`config.mk`:
```
export PLATFORM = sky130hd
export DESIGN_NAME = iupac_codon_translator_core
export DESIGN_NICKNAME = d
export VERILOG_FILES = /design/src/icdt_pkg.sv /design/src/iupac_codon_translator_core.sv /design/src/icdt_base_decode.sv /design/src/icdt_translate.sv
export SDC_FILE = /design/constraint.sdc
export NUM_CORES = 1
export LEC_CHECK = 0
export BUFFER_PORTS_ARGS = -buffer_cell sky130_fd_sc_hd__clkbuf_2
export CORE_ASPECT_RATIO = 0.7
export CORE_MARGIN = 2
export CORE_UTILIZATION = 60
export DETAILED_ROUTE_END_ITERATION = 8
export GPL_TIMING_DRIVEN = 0
export PLACE_DENSITY = 0.81
export SYNTH_ARGS = -nofsm -noshare
export SYNTH_HDL_FRONTEND = slang
export SYNTH_SLANG_ARGS = --single-unit
```
`constraint.sdc`:
```
create_clock -name clk -period 8.25 [get_ports clk]
set_input_delay 1.2375 -clock clk [delete_from_list [all_inputs] [get_ports clk]]
set_output_delay 1.2375 -clock clk [all_outputs]
set_load 0.01 [all_outputs]
```
`src/icdt_pkg.sv`:
```
`default_nettype none
// ---------------------------------------------------------------------------
// icdt_pkg
// Shared types and constants for the IUPAC codon translator: base masks,
// position kinds, amino-acid codes and the standard genetic code.
// ---------------------------------------------------------------------------
package icdt_pkg;

  // base mask bits, ordered T C A G
  localparam int BitT = 0;
  localparam int BitC = 1;
  localparam int BitA = 2;
  localparam int BitG = 3;

  typedef logic [3:0] base_mask_t;
  typedef logic [7:0] ascii_t;
  typedef logic [6:0] amino_t;
  typedef logic [1:0] codon_pos_t;

  typedef struct packed {
    base_mask_t first;
    base_mask_t second;
    base_mask_t third;
  } codon_masks_t;

  // position kinds
  localparam codon_pos_t POS_MIDDLE = 2'd0;
  localparam codon_pos_t POS_BEGIN  = 2'd1;
  localparam codon_pos_t POS_END    = 2'd2;
  localparam codon_pos_t POS_UNUSED = 2'd3;

  // IUPAC input letters
  localparam ascii_t CH_A    = 8'h41;
  localparam ascii_t CH_C    = 8'h43;
  localparam ascii_t CH_G    = 8'h47;
  localparam ascii_t CH_T    = 8'h54;
  localparam ascii_t CH_U    = 8'h55;
  localparam ascii_t CH_R    = 8'h52;
  localparam ascii_t CH_Y    = 8'h59;
  localparam ascii_t CH_S    = 8'h53;
  localparam ascii_t CH_W    = 8'h57;
  localparam ascii_t CH_K    = 8'h4B;
  localparam ascii_t CH_M    = 8'h4D;
  localparam ascii_t CH_B    = 8'h42;
  localparam ascii_t CH_D    = 8'h44;
  localparam ascii_t CH_H    = 8'h48;
  localparam ascii_t CH_V    = 8'h56;
  localparam ascii_t CH_N    = 8'h4E;
  localparam ascii_t CH_DASH = 8'h2D;

  // special result letters
  localparam amino_t LTR_X    = 7'h58;
  localparam amino_t LTR_M    = 7'h4D;
  localparam amino_t LTR_STOP = 7'h2A;
  localparam amino_t LTR_GAP  = 7'h2D;

  // amino-acid codes, one per distinct letter of the code table
  localparam int NumAa = 21;
  typedef logic [4:0] aa_idx_t;
  typedef logic [NumAa-1:0] aa_set_t;

  localparam aa_idx_t AA_F    = 5'd0;
  localparam aa_idx_t AA_L    = 5'd1;
  localparam aa_idx_t AA_S    = 5'd2;
  localparam aa_idx_t AA_Y    = 5'd3;
  localparam aa_idx_t AA_STOP = 5'd4;
  localparam aa_idx_t AA_C    = 5'd5;
  localparam aa_idx_t AA_W    = 5'd6;
  localparam aa_idx_t AA_P    = 5'd7;
  localparam aa_idx_t AA_H    = 5'd8;
  localparam aa_idx_t AA_Q    = 5'd9;
  localparam aa_idx_t AA_R    = 5'd10;
  localparam aa_idx_t AA_I    = 5'd11;
  localparam aa_idx_t AA_M    = 5'd12;
  localparam aa_idx_t AA_T    = 5'd13;
  localparam aa_idx_t AA_N    = 5'd14;
  localparam aa_idx_t AA_K    = 5'd15;
  localparam aa_idx_t AA_V    = 5'd16;
  localparam aa_idx_t AA_A    = 5'd17;
  localparam aa_idx_t AA_D    = 5'd18;
  localparam aa_idx_t AA_E    = 5'd19;
  localparam aa_idx_t AA_G    = 5'd20;

  localparam amino_t AMINO_ASCII [NumAa] = '{
    7'h46, 7'h4C, 7'h53, 7'h59, 7'h2A, 7'h43, 7'h57, 7'h50, 7'h48, 7'h51, 7'h52,
    7'h49, 7'h4D, 7'h54, 7'h4E, 7'h4B, 7'h56, 7'h41, 7'h44, 7'h45, 7'h47
  };

  // standard code, index first*16 + second*4 + third, bases ordered T C A G
  localparam aa_idx_t CODE_TABLE [64] = '{
    AA_F, AA_F, AA_L, AA_L, AA_S, AA_S, AA_S, AA_S,
    AA_Y, AA_Y, AA_STOP, AA_STOP, AA_C, AA_C, AA_STOP, AA_W,
    AA_L, AA_L, AA_L, AA_L, AA_P, AA_P, AA_P, AA_P,
    AA_H, AA_H, AA_Q, AA_Q, AA_R, AA_R, AA_R, AA_R,
    AA_I, AA_I, AA_I, AA_M, AA_T, AA_T, AA_T, AA_T,
    AA_N, AA_N, AA_K, AA_K, AA_S, AA_S, AA_R, AA_R,
    AA_V, AA_V, AA_V, AA_V, AA_A, AA_A, AA_A, AA_A,
    AA_D, AA_D, AA_E, AA_E, AA_G, AA_G, AA_G, AA_G
  };

endpackage

`default_nettype wire

```
`src/iupac_codon_translator_core.sv`:
```
`default_nettype none
// ---------------------------------------------------------------------------
// iupac_codon_translator_core
// Translates one codon of three IUPAC ASCII letters into one amino-acid letter.
// ---------------------------------------------------------------------------
// Usage:
//   input channel  in_valid/in_ready carries three codon letters and the
//   position kind (0 middle, 1 first codon, 2 last codon, 3 gives X)
//   output channel out_valid/out_ready returns the amino-acid letter, with
//   * for stop, - for the gap codon and X for anything untranslatable
// Stages: one stage is the input register and one the result register; an
//   accepted codon moves on to the result register once that is free, and
//   out_valid rises when the result register loads its letter.
// Throughput: one transaction per cycle while out_ready is high; a whole
//   translation is one decode and code-table pass between the two registers.
// Stall: when out_ready is low the result register holds its letter, the
//   input register still fills, and in_ready drops only when both are full.
// Reset: synchronous active-low rst_n empties both stages; no result is
//   presented and the first transaction may be sent in the following cycle.
// ---------------------------------------------------------------------------
module iupac_codon_translator_core (
  input  wire  logic                 clk,
  input  wire  logic                 rst_n,
  input  wire  logic                 in_valid,
  output       logic                 in_ready,
  input  wire  icdt_pkg::ascii_t     in_base_first,
  input  wire  icdt_pkg::ascii_t     in_base_second,
  input  wire  icdt_pkg::ascii_t     in_base_third,
  input  wire  icdt_pkg::codon_pos_t in_codon_position,
  output       logic                 out_valid,
  input  wire  logic                 out_ready,
  output       icdt_pkg::amino_t     out_amino_letter
);
  import icdt_pkg::*;

  logic         s1_valid_r;
  logic         s1_valid_nxt;
  ascii_t       s1_first_r;
  ascii_t       s1_second_r;
  ascii_t       s1_third_r;
  codon_pos_t   s1_pos_r;
  logic         out_valid_r;
  logic         out_valid_nxt;
  amino_t       out_letter_r;
  logic         s1_adv;
  logic         in_fire;
  base_mask_t   mask_first;
  base_mask_t   mask_second;
  base_mask_t   mask_third;
  codon_masks_t masks;
  logic         is_gap;
  amino_t       amino;

  assign s1_adv   = s1_valid_r && (!out_valid_r || out_ready);
  assign in_ready = !s1_valid_r || s1_adv;
  assign in_fire  = in_valid && in_ready;

  icdt_base_decode u_dec_first  (.letter(s1_first_r),  .mask(mask_first));
  icdt_base_decode u_dec_second (.letter(s1_second_r), .mask(mask_second));
  icdt_base_decode u_dec_third  (.letter(s1_third_r),  .mask(mask_third));

  assign masks = {mask_first, mask_second, mask_third};

  assign is_gap = (s1_first_r == CH_DASH) && (s1_second_r == CH_DASH) &&
                  (s1_third_r == CH_DASH);

  icdt_translate u_translate (
    .masks    (masks),
    .is_gap   (is_gap),
    .position (s1_pos_r),
    .amino    (amino)
  );

  always_comb begin
    s1_valid_nxt = s1_valid_r;
    if (in_fire) begin
      s1_valid_nxt = 1'b1;
    end else if (s1_adv) begin
      s1_valid_nxt = 1'b0;
    end
    out_valid_nxt = out_valid_r;
    if (s1_adv) begin
      out_valid_nxt = 1'b1;
    end else if (out_ready) begin
      out_valid_nxt = 1'b0;
    end
  end

  always_ff @(posedge clk) begin
    if (!rst_n) begin
      s1_valid_r  <= 1'b0;
      out_valid_r <= 1'b0;
    end else begin
      s1_valid_r  <= s1_valid_nxt;
      out_valid_r <= out_valid_nxt;
    end
  end

  always_ff @(posedge clk) begin
    if (in_fire) begin
      s1_first_r  <= in_base_first;
      s1_second_r <= in_base_second;
      s1_third_r  <= in_base_third;
      s1_pos_r    <= in_codon_position;
    end
    if (s1_adv) begin
      out_letter_r <= amino;
    end
  end

  assign out_valid        = out_valid_r;
  assign out_amino_letter = out_letter_r;

`ifndef SYNTHESIS
  a_stage_moves: assert property (@(posedge clk) disable iff (!rst_n)
    s1_adv |=> out_valid_r)
    else $error("translated codon did not reach the result register");

  a_ready_only_when_full: assert property (@(posedge clk) disable iff (!rst_n)
    !in_ready |-> (s1_valid_r && out_valid_r && !out_ready))
    else $error("input stalled while a stage was free");

  a_unused_pos_gives_x: assert property (@(posedge clk) disable iff (!rst_n)
    (s1_adv && s1_pos_r == POS_UNUSED) |=> (out_amino_letter == LTR_X))
    else $error("unused position kind did not give X");
`endif

endmodule

`default_nettype wire

```
`src/icdt_base_decode.sv`:
```
`default_nettype none
// ---------------------------------------------------------------------------
// icdt_base_decode
// Maps one ASCII IUPAC letter to its base mask over T C A G; U reads as T,
// anything unrecognized gives an empty mask.
// ---------------------------------------------------------------------------
module icdt_base_decode (
  input  wire  icdt_pkg::ascii_t     letter,
  output icdt_pkg::base_mask_t       mask
);
  import icdt_pkg::*;

  always_comb begin
    mask = '0;
    case (letter)
      CH_A: mask[BitA] = 1'b1;
      CH_C: mask[BitC] = 1'b1;
      CH_G: mask[BitG] = 1'b1;
      CH_T, CH_U: mask[BitT] = 1'b1;
      CH_R: begin mask[BitA] = 1'b1; mask[BitG] = 1'b1; end
      CH_Y: begin mask[BitC] = 1'b1; mask[BitT] = 1'b1; end
      CH_S: begin mask[BitG] = 1'b1; mask[BitC] = 1'b1; end
      CH_W: begin mask[BitA] = 1'b1; mask[BitT] = 1'b1; end
      CH_K: begin mask[BitG] = 1'b1; mask[BitT] = 1'b1; end
      CH_M: begin mask[BitA] = 1'b1; mask[BitC] = 1'b1; end
      CH_B: begin mask[BitC] = 1'b1; mask[BitG] = 1'b1; mask[BitT] = 1'b1; end
      CH_D: begin mask[BitA] = 1'b1; mask[BitG] = 1'b1; mask[BitT] = 1'b1; end
      CH_H: begin mask[BitA] = 1'b1; mask[BitC] = 1'b1; mask[BitT] = 1'b1; end
      CH_V: begin mask[BitA] = 1'b1; mask[BitC] = 1'b1; mask[BitG] = 1'b1; end
      CH_N: mask = '1;
      default: mask = '0;
    endcase
  end

endmodule

`default_nettype wire

```
`src/icdt_translate.sv`:
```
`default_nettype none
// ---------------------------------------------------------------------------
// icdt_translate
// Turns the three base masks of a codon and its position kind into one
// amino-acid letter: start/stop overrides, gap, and ambiguous-code consensus.
// ---------------------------------------------------------------------------
module icdt_translate (
  input  wire  icdt_pkg::codon_masks_t masks,
  input  wire  logic                   is_gap,
  input  wire  icdt_pkg::codon_pos_t   position,
  output icdt_pkg::amino_t             amino
);
  import icdt_pkg::*;

  aa_set_t hit;
  aa_set_t hit_less;
  logic    single;
  amino_t  agreed;
  logic    all_valid;
  logic    can_start;
  logic    can_stop;

  // mark every amino acid reached by some expansion of the codon
  always_comb begin
    hit = '0;
    for (int i = 0; i < 4; i++) begin
      for (int j = 0; j < 4; j++) begin
        for (int k = 0; k < 4; k++) begin
          if (masks.first[i] && masks.second[j] && masks.third[k]) begin
            hit[CODE_TABLE[6'(i * 16 + j * 4 + k)]] = 1'b1;
          end
        end
      end
    end
  end

  assign hit_less = hit - aa_set_t'(1);
  assign single   = (hit != '0) && ((hit & hit_less) == '0);

  always_comb begin
    agreed = '0;
    for (int n = 0; n < NumAa; n++) begin
      if (hit[n]) begin
        agreed = agreed | AMINO_ASCII[n];
      end
    end
  end

  assign all_valid = (masks.first != '0) && (masks.second != '0) && (masks.third != '0);

  // ATG, TTG, CTG
  assign can_start = (masks.first[BitA] || masks.first[BitC] || masks.first[BitT]) &&
                     masks.second[BitT] && masks.third[BitG];
  // TAA, TAG, TGA
  assign can_stop  = masks.first[BitT] &&
                     ((masks.second[BitA] && (masks.third[BitA] || masks.third[BitG])) ||
                      (masks.second[BitG] && masks.third[BitA]));

  always_comb begin
    if (position == POS_UNUSED) begin
      amino = LTR_X;
    end else if (is_gap) begin
      amino = LTR_GAP;
    end else if (!all_valid) begin
      amino = LTR_X;
    end else if (position == POS_BEGIN && can_start) begin
      amino = LTR_M;
    end else if (position == POS_END && can_stop) begin
      amino = LTR_STOP;
    end else if (single) begin
      amino = agreed;
    end else begin
      amino = LTR_X;
    end
  end

endmodule

`default_nettype wire
```
* After elaboration in Yosys (flattened, before gate mapping) *
Cells that the tools add are included.

storage, ports and cells
  bits in registers = 35
  latch bits = 0
  RAM bits = 0
  memory bits (read-only) = 0
  input port bits = 30
  output and inout bits = 9
  word-level logic and storage cells = 286
  memories kept = 0

operators by class
  add/sub/neg operators = 1
  multipliers = 0
  divide/modulo/power cells = 0
  $lt $le $gt $ge = 0
  eq/ne operators = 54
  shift-type cells = 0
  mux-type cells = 96
  bitwise logic cells = 3
  reduce and logical (&&, ||, !) cells = 123

operator list
  operator               number
  $eq 8x7->1 const B     48
  $mux 7                 15
  $logic_and 1x1->1      94
  $mux 1                 80
  $reduce_or 8->1        9
  $reduce_or 9->1        3
  $eq 8x6->1 const B     3
  $and 11x21->21         1
  $logic_not 21->1       1
  $reduce_bool 21->1     1
  $reduce_bool 4->1      3
  $sub 11x1->12 const B  1
  $logic_or 1x1->1       6
  $mux 6                 1
  $reduce_or 6->1        1
  $eq 2x2->1 const B     2
  $reduce_bool 2->1      2
  $reduce_or 4->1        1
  $eq 2x1->1 const B     1
  $logic_not 1->1        2
  $not 1->1              2

* Logic depth before layout (Yosys ltp) *
Gate-level depths: netlist (run 1).

  word-level depth = 55
  gate-level depth with buffers = 13
  gate-level depth less buffers = 10

* Cells and area by module *
A second synthesis (run 1) with hierarchy kept.

second synthesis, totals
  cells, all modules = 267
  area total of the unflattened synthesis = 2595.0 sq um

by module, submodules not included
  module                       instances  cells an instance  area an instance (sq um)  sequential area each (sq um)
  iupac_codon_translator_core  1          52                 1154.9                    1031.0
  icdt_base_decode             3          42                 276.5                     0.0
  icdt_translate               1          89                 610.6                     0.0

* Worst setup path after synthesis (run 1) *
OpenSTA, ideal clock, no wires.

  path type = reg2reg
  start = register s1_third_r[4]
  end = register out_letter_r[1] (netlist: out_amino_letter[1]), data pin
  library setup time = 0.146 ns
  arrival time = 2.925 ns
  required time = 8.104 ns
  slack = 5.179 ns
  stages on the path, launching flop included = 11
  buffers on the path = 0
  period minus slack after synthesis = 3.071 ns
  path through = edfxtp_1 > or4b_4 > or4_4 > o21ai_4 > a32oi_2 > o22ai_4 > nor4_2 > or4b_1 > a21oi_1 > o21ai_1 > a21oi_1

between the ends
  cells in the longest elaborated chain, start to end = 51
  elaborated cells between the ends (all ways) = 184
  those cells by class = add/sub: 1; eq/ne: 17; mux: 81; bitwise: 2; reduce/logical: 83

RTL lines
  element                    line                                source
  start, declared            iupac_codon_translator_core.sv:40   ascii_t s1_third_r;
  start signal, assigned     iupac_codon_translator_core.sv:103  s1_third_r <= in_base_third;
  $eq 8x7->1                 icdt_base_decode.sv:15              case (letter)
  $reduce_or 9->1 (no line)  --
  $mux 1                     icdt_base_decode.sv:15
  $logic_and 1x1->1          icdt_translate.sv:29                if (masks.first[i] && masks.second[j] && masks.third[k]) begin
  $mux 1 (34 in a row)       icdt_translate.sv:29
  $mux 7 (4 in a row)        icdt_translate.sv:43                if (hit[n]) begin
  $mux 6                     icdt_translate.sv:43
  $mux 7 (6 in a row)        icdt_translate.sv:43
  $mux 7                     icdt_translate.sv:70                end else if (single) begin
  $mux 7                     icdt_translate.sv:68                end else if (position == POS_END && can_stop) begin
  end signal, assigned       iupac_codon_translator_core.sv:107  out_letter_r <= amino;
  end, declared              iupac_codon_translator_core.sv:44   amino_t out_letter_r;

Parallel ways exist; a longest one is shown, timed or not.
A chain may end at the register's enable or synchronous reset.

* Final worst setup path (run 1) *
Same ends and word-level chain as after synthesis.

==> metrics.yaml, run 1 <==
cts_sinks: 35
cp.required_ns: 8.39
hold_viol: 0
min_path_type: "reg -> reg"
core_sq_mm: 0.00443
setup_violations: 0
htreeDepth: 2
cts_buffers: 5
final_cells: 386
grt_start_max_net_pins: 27
worstSetupEndpointType: "register"
wl_per_cell_um: 15.9
dp_hpwl_um: 4630
relSlewSlack: 0.240
netlist.area_leader.share: 0.350
drv_slew: 0
p_clk_frac: 0.338
ys_ff_latch: 35
yosysWarnings: 0
cts.clk_slew.worst_paths_ns: 0.07
path_class: "reg -> reg"
n_fill_cell: 327
p_comb_frac: 0.178
cp_slowest_cell: "nor4b_1"
drt_wl_total_um: 6150
numPortBuffers: 38
yosysTopAreaCell: "edfxtp_1"
grt_first_pass_wirelength_um: 9920
drtAntennaViolNets: 0
yosysUniqueCellTypes: 83
finalClockSkew_ns: 0.00762
insertion_delay_ns: 0.28
placed_cell_area_sq_mm: 0.00309
postCtsSetupRepairBufs: 0
synth-seq-area-share: 0.364
placedCellCount: 379
cts_tree: "built"
fin_area_sq_mm: 0.00319
grt.total_usage: 0.243
remaining_drc_errors: 0
synth_cells: 286
p_seq_frac: 0.484
crit_chain: "nor4b_1, o211ai_1, o211ai_1, nand3_1, o221ai_1, nor4_2, or4b_1, a21oi_1, o21ai_1, a21oi_1"
syn_avg_cell_area_sq_um: 9.90
synth_edf_count: 33
internal_power_uw: 327
initial_core_util: 0.639
dieArea_sq_mm: 0.00529
ioPinCount: 39
post-route-min-period_ns: 3.69
finalPower_uw: 435
rows: 20
fin_nets: 361
cellPowerDensity_mw_per_mm2: 136
antenna_found_initial: 0
switchingPower_uw: 108
tightest_slew_ns: 1.14
firstDrtPassIters: 7
synthArstFlopShare: 0
grt_pass1_vias: 2105
synthToLayoutAreaGrowth_pct: 12.8
synth_area_leaders: "edfxtp_1 (35%), nor2b_1 (2.9%), buf_2 (2.7%)"
outcome: "finished clean"
max_freq_ghz: 0.271
synth_flop_cell: "edfxtp_1"
finalSetupTns_ns: 0
peakVddDrop_v: 0.000126
gp_congestion: 1.00
critPathMaxFanout: 7
cp-start-kind: "register"
initialDrtViolationCount: 282
diodes: 0
syn_nets: 316
grt_overflow: 0
worstPathArrival_ns: 3.82
ctsResizeCount: 0
clockBufferDepth: 2
hold_buffers: 0
fin_crit_sh: 0.447
drive_gt1_frac: 0.266
viasPerCell: 6.53
maxCapViolations: 0
critPathMaxStageDelay_ns: 0.77
rsz0062_at_grt: "false"
fin_util: 0.721
vias: 2521
swShare: 0.249
die_y_um: 61.5
p_leak_nw: 1.15
cts_root_buffer: "clkbuf_8"
die_w_um: 86.1
syn_area_sq_mm: 0.00283
power by group through the flow:
stage	logic (mW)	registers, mW	clock network [mW]
2_1_floorplan	0.0554	0.214	0
3_3_place_gp	0.0747	0.214	0
3_5_place_dp	0.0762	0.214	0
4_1_cts	0.0765	0.211	0.148
5_1_grt	0.0843	0.212	0.156
6_report	0.0773	0.211	0.147
cell usage in the layout (no fill, tap or decap), types with 5 or more instances in the layout:
cell type,n
clkbuf_2,38
edfxtp_1,33
nor2_1,19
buf_2,15
nand2_1,14
nor2b_1,13
a21oi_1,10
nor3b_1,9
inv_1,8
and2_1,7
nand3_1,7
xor2_1,7
nor4_1,6
clkbuf_8,6
nor4b_1,6
nand2b_1,6
a31oi_1,5
o21ai_0,5
cell usage after synthesis, types with 4 or more instances:
master	number
nand3_1	7
nor4b_1	6
or4bb_1	4
a211oi_1	4
a21oi_1	10
nand2b_1	6
nor2b_1	13
xnor2_1	4
nor3b_1	9
xor2_1	7
o211ai_1	4
o21ai_0	5
and2_1	7
buf_6	4
nor4_1	6
edfxtp_1	33
o21a_1	4
a31oi_1	5
nor3_1	4
nand2_1	14
inv_1	8
buf_2	15
nor2_1	19
cell families (layout without fill, tap and decap cells):
group,after synthesis,count (layout),synth area share
compound gates,84,84,0.239
mux,2,2,0.00751
xor+xnor,12,12,0.0420
simple gates,123,123,0.285
buf+inv,30,75,0.0627
flops,35,35,0.364
sequential cells by signal (all words and copies together) (netlist names):
signal and count:
s1_first_r 8, s1_second_r 8, s1_third_r 8, out_amino_letter 7, s1_pos_r 2, out_valid 1
s1_valid_r 1
metal layers:
layer	track usage	up-vias	share of wire
li1	-	1218	-
met1	0.368	1166	0.46
met2	0.353	126	0.41
met4	0.0408	0	0.013
met5	0	-	0
met3	0.0657	11	0.11
worst paths after layout:
check	startpoint	end	slack (ns)	cells past startpoint
setup / recovery	s1_third_r[4]	out_amino_letter[1]	4.56	10
hold reg to reg	s1_valid_r	out_valid	0.53	1
hold / removal	s1_valid_r	out_valid	0.53	1
setup reg to reg	s1_third_r[4]	out_amino_letter[1]	4.56	10
metrics by stage:
| step | hold slack [ns] | worst slack [ns] |
|---|---|---|
| final | 0.528 | 4.56 |
| after global routing | 0.548 | 4.31 |
| after CTS | 0.545 | 4.64 |
| after detailed placement | 0.530 | 4.67 |
| after global placement | 0.509 | 4.68 |
| after floorplan | 0.477 | 5.18 |
critical path, delay by kind of cell (launching register included):
family / cells / cell delay [ns]
DFF: 1 / 0.43
and+or+nand+nor: 4 / 1.68
AOI/OAI and AO/OA: 6 / 1.43
final cells by class:
type	count	area, sq um	share of cell area
Tap cell	55	68.8	0.0216
Clock buffer	6	72.6	0.0227
Sequential cell	35	1030	0.323
Inverter	8	30.0	0.00940
Multi-Input combinational cell	221	1620	0.508
Buffer	22	148	0.0462
Clock inverter	1	30.0	0.00940
Timing Repair Buffer	38	190	0.0596
Power figures use the tool's default switching activity.
==> run 2: changes to the inputs <==
CORE_UTILIZATION = 53   (was 60)
PLACE_DENSITY = 0.75   (was 0.81)
clock period = 3.3 ns   (was 8.25 ns; I/O delays follow)
==> run 2 against run 1 <==
Compared with the run above: the flow now finishes with violations (max-capacitance violations, max-slew violations, negative setup slack); clock power rose by 110%; first-iteration DRC count fell by 13%; combinational power rose to 3.1 times the previous value; wire length rose by 21%; maximum frequency rose by 6.9%; register-to-register slack got worse by 4.7 ns; final cell count rose by 13%; critical endpoint is now out_amino_letter[4]; largest cell class unchanged.
==> metrics.yaml, run 2 (synthesized netlist as in run 1, its figures left out) <==
cts_buffers: 5
critPathMaxFanout: 10
grt_overflow: 0
cp-start-kind: "register"
tightest_slew_ns: 1.48
p_leak_nw: 1.32
grt_pass1_vias: 2371
hold_buffers: 0
cts_sinks: 35
drv_slew: 1
initial_core_util: 0.544
dieArea_sq_mm: 0.00595
setup_violations: 4
maxCapViolations: 1
rows: 22
insertion_delay_ns: 0.29
path_class: "reg -> reg"
outcome: "finished with violations"
placedCellCount: 396
synthToLayoutAreaGrowth_pct: 29.7
cp.required_ns: 3.35
grt_start_max_net_pins: 27
cts_tree: "built"
drive_gt1_frac: 0.416
numPortBuffers: 38
gp_congestion: 0.962
clockBufferDepth: 2
drt_wl_total_um: 7410
finalPower_mw: 1.08
cts_root_buffer: "clkbuf_8"
die_y_um: 65.2
remaining_drc_errors: 0
peakVddDrop_v: 0.000209
ioPinCount: 39
htreeDepth: 2
cts.clk_slew.worst_paths_ns: 0.08
violations: "max-capacitance violations, max-slew violations, negative setup slack"
antenna_found_initial: 0
finalClockSkew_ns: 0.00605
rsz0062_at_grt: "true"
mostFrequentLayoutCells: "clkbuf_2 (38), buf_4 (33), edfxtp_1 (33), nor2_1 (16)"
finalSetupTns_ns: -0.303
die_w_um: 91.4
firstDrtPassIters: 6
final_common_cell: "clkbuf_2"
max_freq_ghz: 0.290
grt.total_usage: 0.238
drtAntennaViolNets: 0
relSlewSlack: -0.00155
diodes: 0
worst_slack_ns: -0.151
worstPathArrival_ns: 3.50
cellPowerDensity_mw_per_mm2: 294
reg_top3: "s1_first_r x8, s1_second_r x8, s1_third_r x8"
grt_first_pass_wirelength_um: 11200
post-route-min-period_ns: 3.45
core_sq_mm: 0.00520
vias: 2746
fin_crit_sh: 1.05
min_path_type: "in -> reg"
whs_ns: 0.368
final_cells: 435
dp_hpwl_um: 4700
worstSetupEndpointType: "register"
fin_nets: 392
hold_viol: 0
initialDrtViolationCount: 245
viasPerCell: 6.31
wl_per_cell_um: 17.0
## run 2: layer usage
layer / part of all wire / track usage / vias up
li1: - / - / 1290
met3: 0.099 / 0.0711 / 10
met2: 0.46 / 0.359 / 151
met4: 0.010 / 0.0549 / 0
met1: 0.43 / 0.338 / 1295
met5: 0 / 0 / -
## run 2: through the flow
stage,util,worst slack [ns],instance area (sq um)
3_3_place_gp,0.598,-0.375,3110
3_5_place_dp,0.598,-0.269,3110
2_1_floorplan,-,0.229,2830
6_report,0.706,-0.151,3670
4_1_cts,0.659,-0.00369,3430
5_1_grt,0.706,-0.206,3670
## run 2: path summary, 6_finish.rpt
| check | startpoint | depth (start not counted) | slack, ns | to |
|---|---|---|---|---|
| hold reg to reg | s1_valid_r | 1 | 0.53 | out_valid |
| setup / recovery | s1_third_r[3] | 13 | -0.15 | out_amino_letter[4] |
| setup reg to reg | s1_third_r[3] | 13 | -0.15 | out_amino_letter[4] |
| hold / removal | in_base_third[4] | 1 | 0.37 | s1_third_r[4] |
## run 2: what timing repair did
item                                    in CTS  in global routing
buffers inserted                            17                 14
endpoints found under the setup margin       6                  5
pin swaps                                   16                 18
resized for setup                           21                 28
## run 2: worst max-delay path, stage by stage, from the launching register on
cell	delay [ns]
edfxtp_1	0.38
buf_6	0.15
buf_2	0.18
xor2_1	0.19
a211oi_2	0.25
o211ai_1	0.22
buf_4	0.20
a22oi_2	0.17
nor2_2	0.10
o41ai_2	0.42
a21oi_2	0.11
a211oi_2	0.39
a41oi_1	0.16
a211o_1	0.27
## run 2: where the power goes
part           switching (mW)  total (mW)  leakage [nW]  internal, mW
sequential             0.0134       0.525         0.324         0.512
clock                   0.168       0.315        0.0412         0.148
combinational           0.132       0.239         0.952         0.107
## run 2: final cells by class
class | instances | area [sq um]
tap | 72 | 90.1
clock inverter | 2 | 12.5
inverter | 8 | 30.0
clock buffer | 6 | 72.6
timing repair buffer | 69 | 423
fill | 372 | 1530
multi-input combinational | 221 | 1850
buffer | 22 | 166
sequential | 35 | 1030
==> run 3: changes to the inputs <==
MAX_ROUTING_LAYER = met4   (was not set)
==> run 3 against run 2 <==
Compared with the run above: the run ends with negative setup slack left; sequential share of layout area down 0.55 points; highest routed layer unchanged; register-to-register slack better by 0.08 ns; combinational power up 4%.
==> metrics.yaml, run 3 (synthesized netlist as in run 1, its figures left out) <==
violations: "negative setup slack"
grt_start_max_net_pins: 27
mostFrequentLayoutCells: "clkbuf_2 (38), edfxtp_1 (33), buf_4 (30), nor2_1 (15)"
htreeDepth: 2
min_path_type: "in -> reg"
die_y_um: 65.2
max_freq_ghz: 0.297
drt_wl_total_um: 7550
maxCapViolations: 0
hold_buffers: 0
cp.required_ns: 3.44
final_common_cell: "clkbuf_2"
n_fill_cell: 362
initialDrtViolationCount: 248
wl_per_cell_um: 17.5
drive_gt1_frac: 0.419
grt_pass1_vias: 2414
rows: 22
reg_top3: "s1_first_r x8, s1_second_r x8, s1_third_r x8"
cts_root_buffer: "clkbuf_8"
relSlewSlack: 0.196
core_sq_mm: 0.00520
fin_nets: 389
cp-start-kind: "register"
diodes: 0
numPortBuffers: 38
ioPinCount: 39
die_w_um: 91.4
cts_buffers: 5
outcome: "finished with violations"
insertion_delay_ns: 0.29
grt_overflow: 0
cp_slowest_cell: "or4b_4"
critPathMaxFanout: 5
grt.total_usage: 0.252
grt_first_pass_wirelength_um: 11500
drtAntennaViolNets: 0
drv_slew: 0
worst_slack_ns: -0.0693
path_class: "reg -> reg"
cts_sinks: 35
setup_violations: 4
gp_congestion: 0.973
cts_tree: "built"
clockBufferDepth: 2
worstPathArrival_ns: 3.51
dp_hpwl_um: 4620
hold_viol: 0
final_cells: 432
finalPower_mw: 1.16
finalClockSkew_ns: 0.00999
critPathMaxStageDelay_ns: 0.55
tightest_slew_ns: 1.21
cellPowerDensity_mw_per_mm2: 309
rsz0062_at_grt: "true"
vias: 2727
crit_chain: "or4b_4, or4_4, o21ai_4, nand4_1, o221ai_4, nor4_2, or4b_1, a21oi_2, o21ai_2, a21oi_1"
placedCellCount: 396
p_leak_nw: 1.35
fin_crit_sh: 1.02
firstDrtPassIters: 7
worstSetupEndpointType: "register"
peakVddDrop_v: 0.000253
initial_core_util: 0.544
cts.clk_slew.worst_paths_ns: 0.08
viasPerCell: 6.31
dieArea_sq_mm: 0.00595
remaining_drc_errors: 0
antenna_found_initial: 0
synthToLayoutAreaGrowth_pct: 32.3
post-route-min-period_ns: 3.37
run 3: changes by cell type in the layout (fill, tap and decap cells not counted), sizes merged:
cell	change
clkinv	-1
bufinv	+1
clkinvlp	-1
buf	-2
run 3: final timing paths:
| kind | from | to | slack (ns) | cells after the start |
|---|---|---|---|---|
| hold / removal | in_base_third[5] | s1_third_r[5] | 0.37 | 1 |
| setup reg to reg | s1_third_r[7] | out_amino_letter[1] | -0.07 | 10 |
| setup / recovery | s1_third_r[7] | out_amino_letter[1] | -0.07 | 10 |
| hold reg to reg | s1_valid_r | out_valid | 0.53 | 1 |
run 3: where the power goes:
part           total [mW]  switching (mW)  internal, mW
Sequential          0.525          0.0131         0.512
Combinational       0.248           0.138         0.111
Clock               0.383           0.157         0.226
run 3: stage by stage:
step                      hold WS [ns]  setup TNS (ns)   util  cell area, sq um  setup slack (ns)
after floorplan                  0.477               0      -              2830             0.229
after global routing             0.356          -0.564  0.720              3750            -0.195
after detailed placement         0.517           -1.23  0.598              3110            -0.333
after CTS                        0.364               0  0.674              3510           0.00221
final                            0.371          -0.156  0.720              3750           -0.0693
after global placement           0.503           -1.41  0.598              3110            -0.380
run 3: critical path, delay by kind of cell (launching register included):
| family | cells | cell delay, ns |
|---|---|---|
| simple gates | 5 | 1.95 |
| compound gates | 5 | 0.88 |
| flops | 1 | 0.39 |
run 3: layout make-up:
cell class | instances | area (sq um) | area share
plain buffers | 22 | 175 | 0.0467
well taps | 72 | 90.1 | 0.0240
clock inverters | 1 | 30.0 | 0.00801
inverters | 8 | 30.0 | 0.00801
repair buffers | 66 | 410 | 0.110
multi-input cells | 221 | 1900 | 0.508
clock buffers | 7 | 76.3 | 0.0204
flip-flops and latches | 35 | 1030 | 0.275
run 3: per-layer routing:
| layer | GRT usage | vias to the layer above | routed length (um) |
|---|---|---|---|
| met1 | 0.335 | 1284 | 3270 |
| met4 | 0.100 | 0 | 158 |
| li1 | - | 1284 | - |
| met2 | 0.350 | 139 | 3380 |
| met5 | - | - | 0 |
| met3 | 0.0952 | 20 | 739 |
run 3: what timing repair did:
item	in CTS	in global routing
gates cloned	1	0
resized for setup	24	39
setup endpoints to repair	7	7
pin swaps	17	19
buffers inserted	19	8
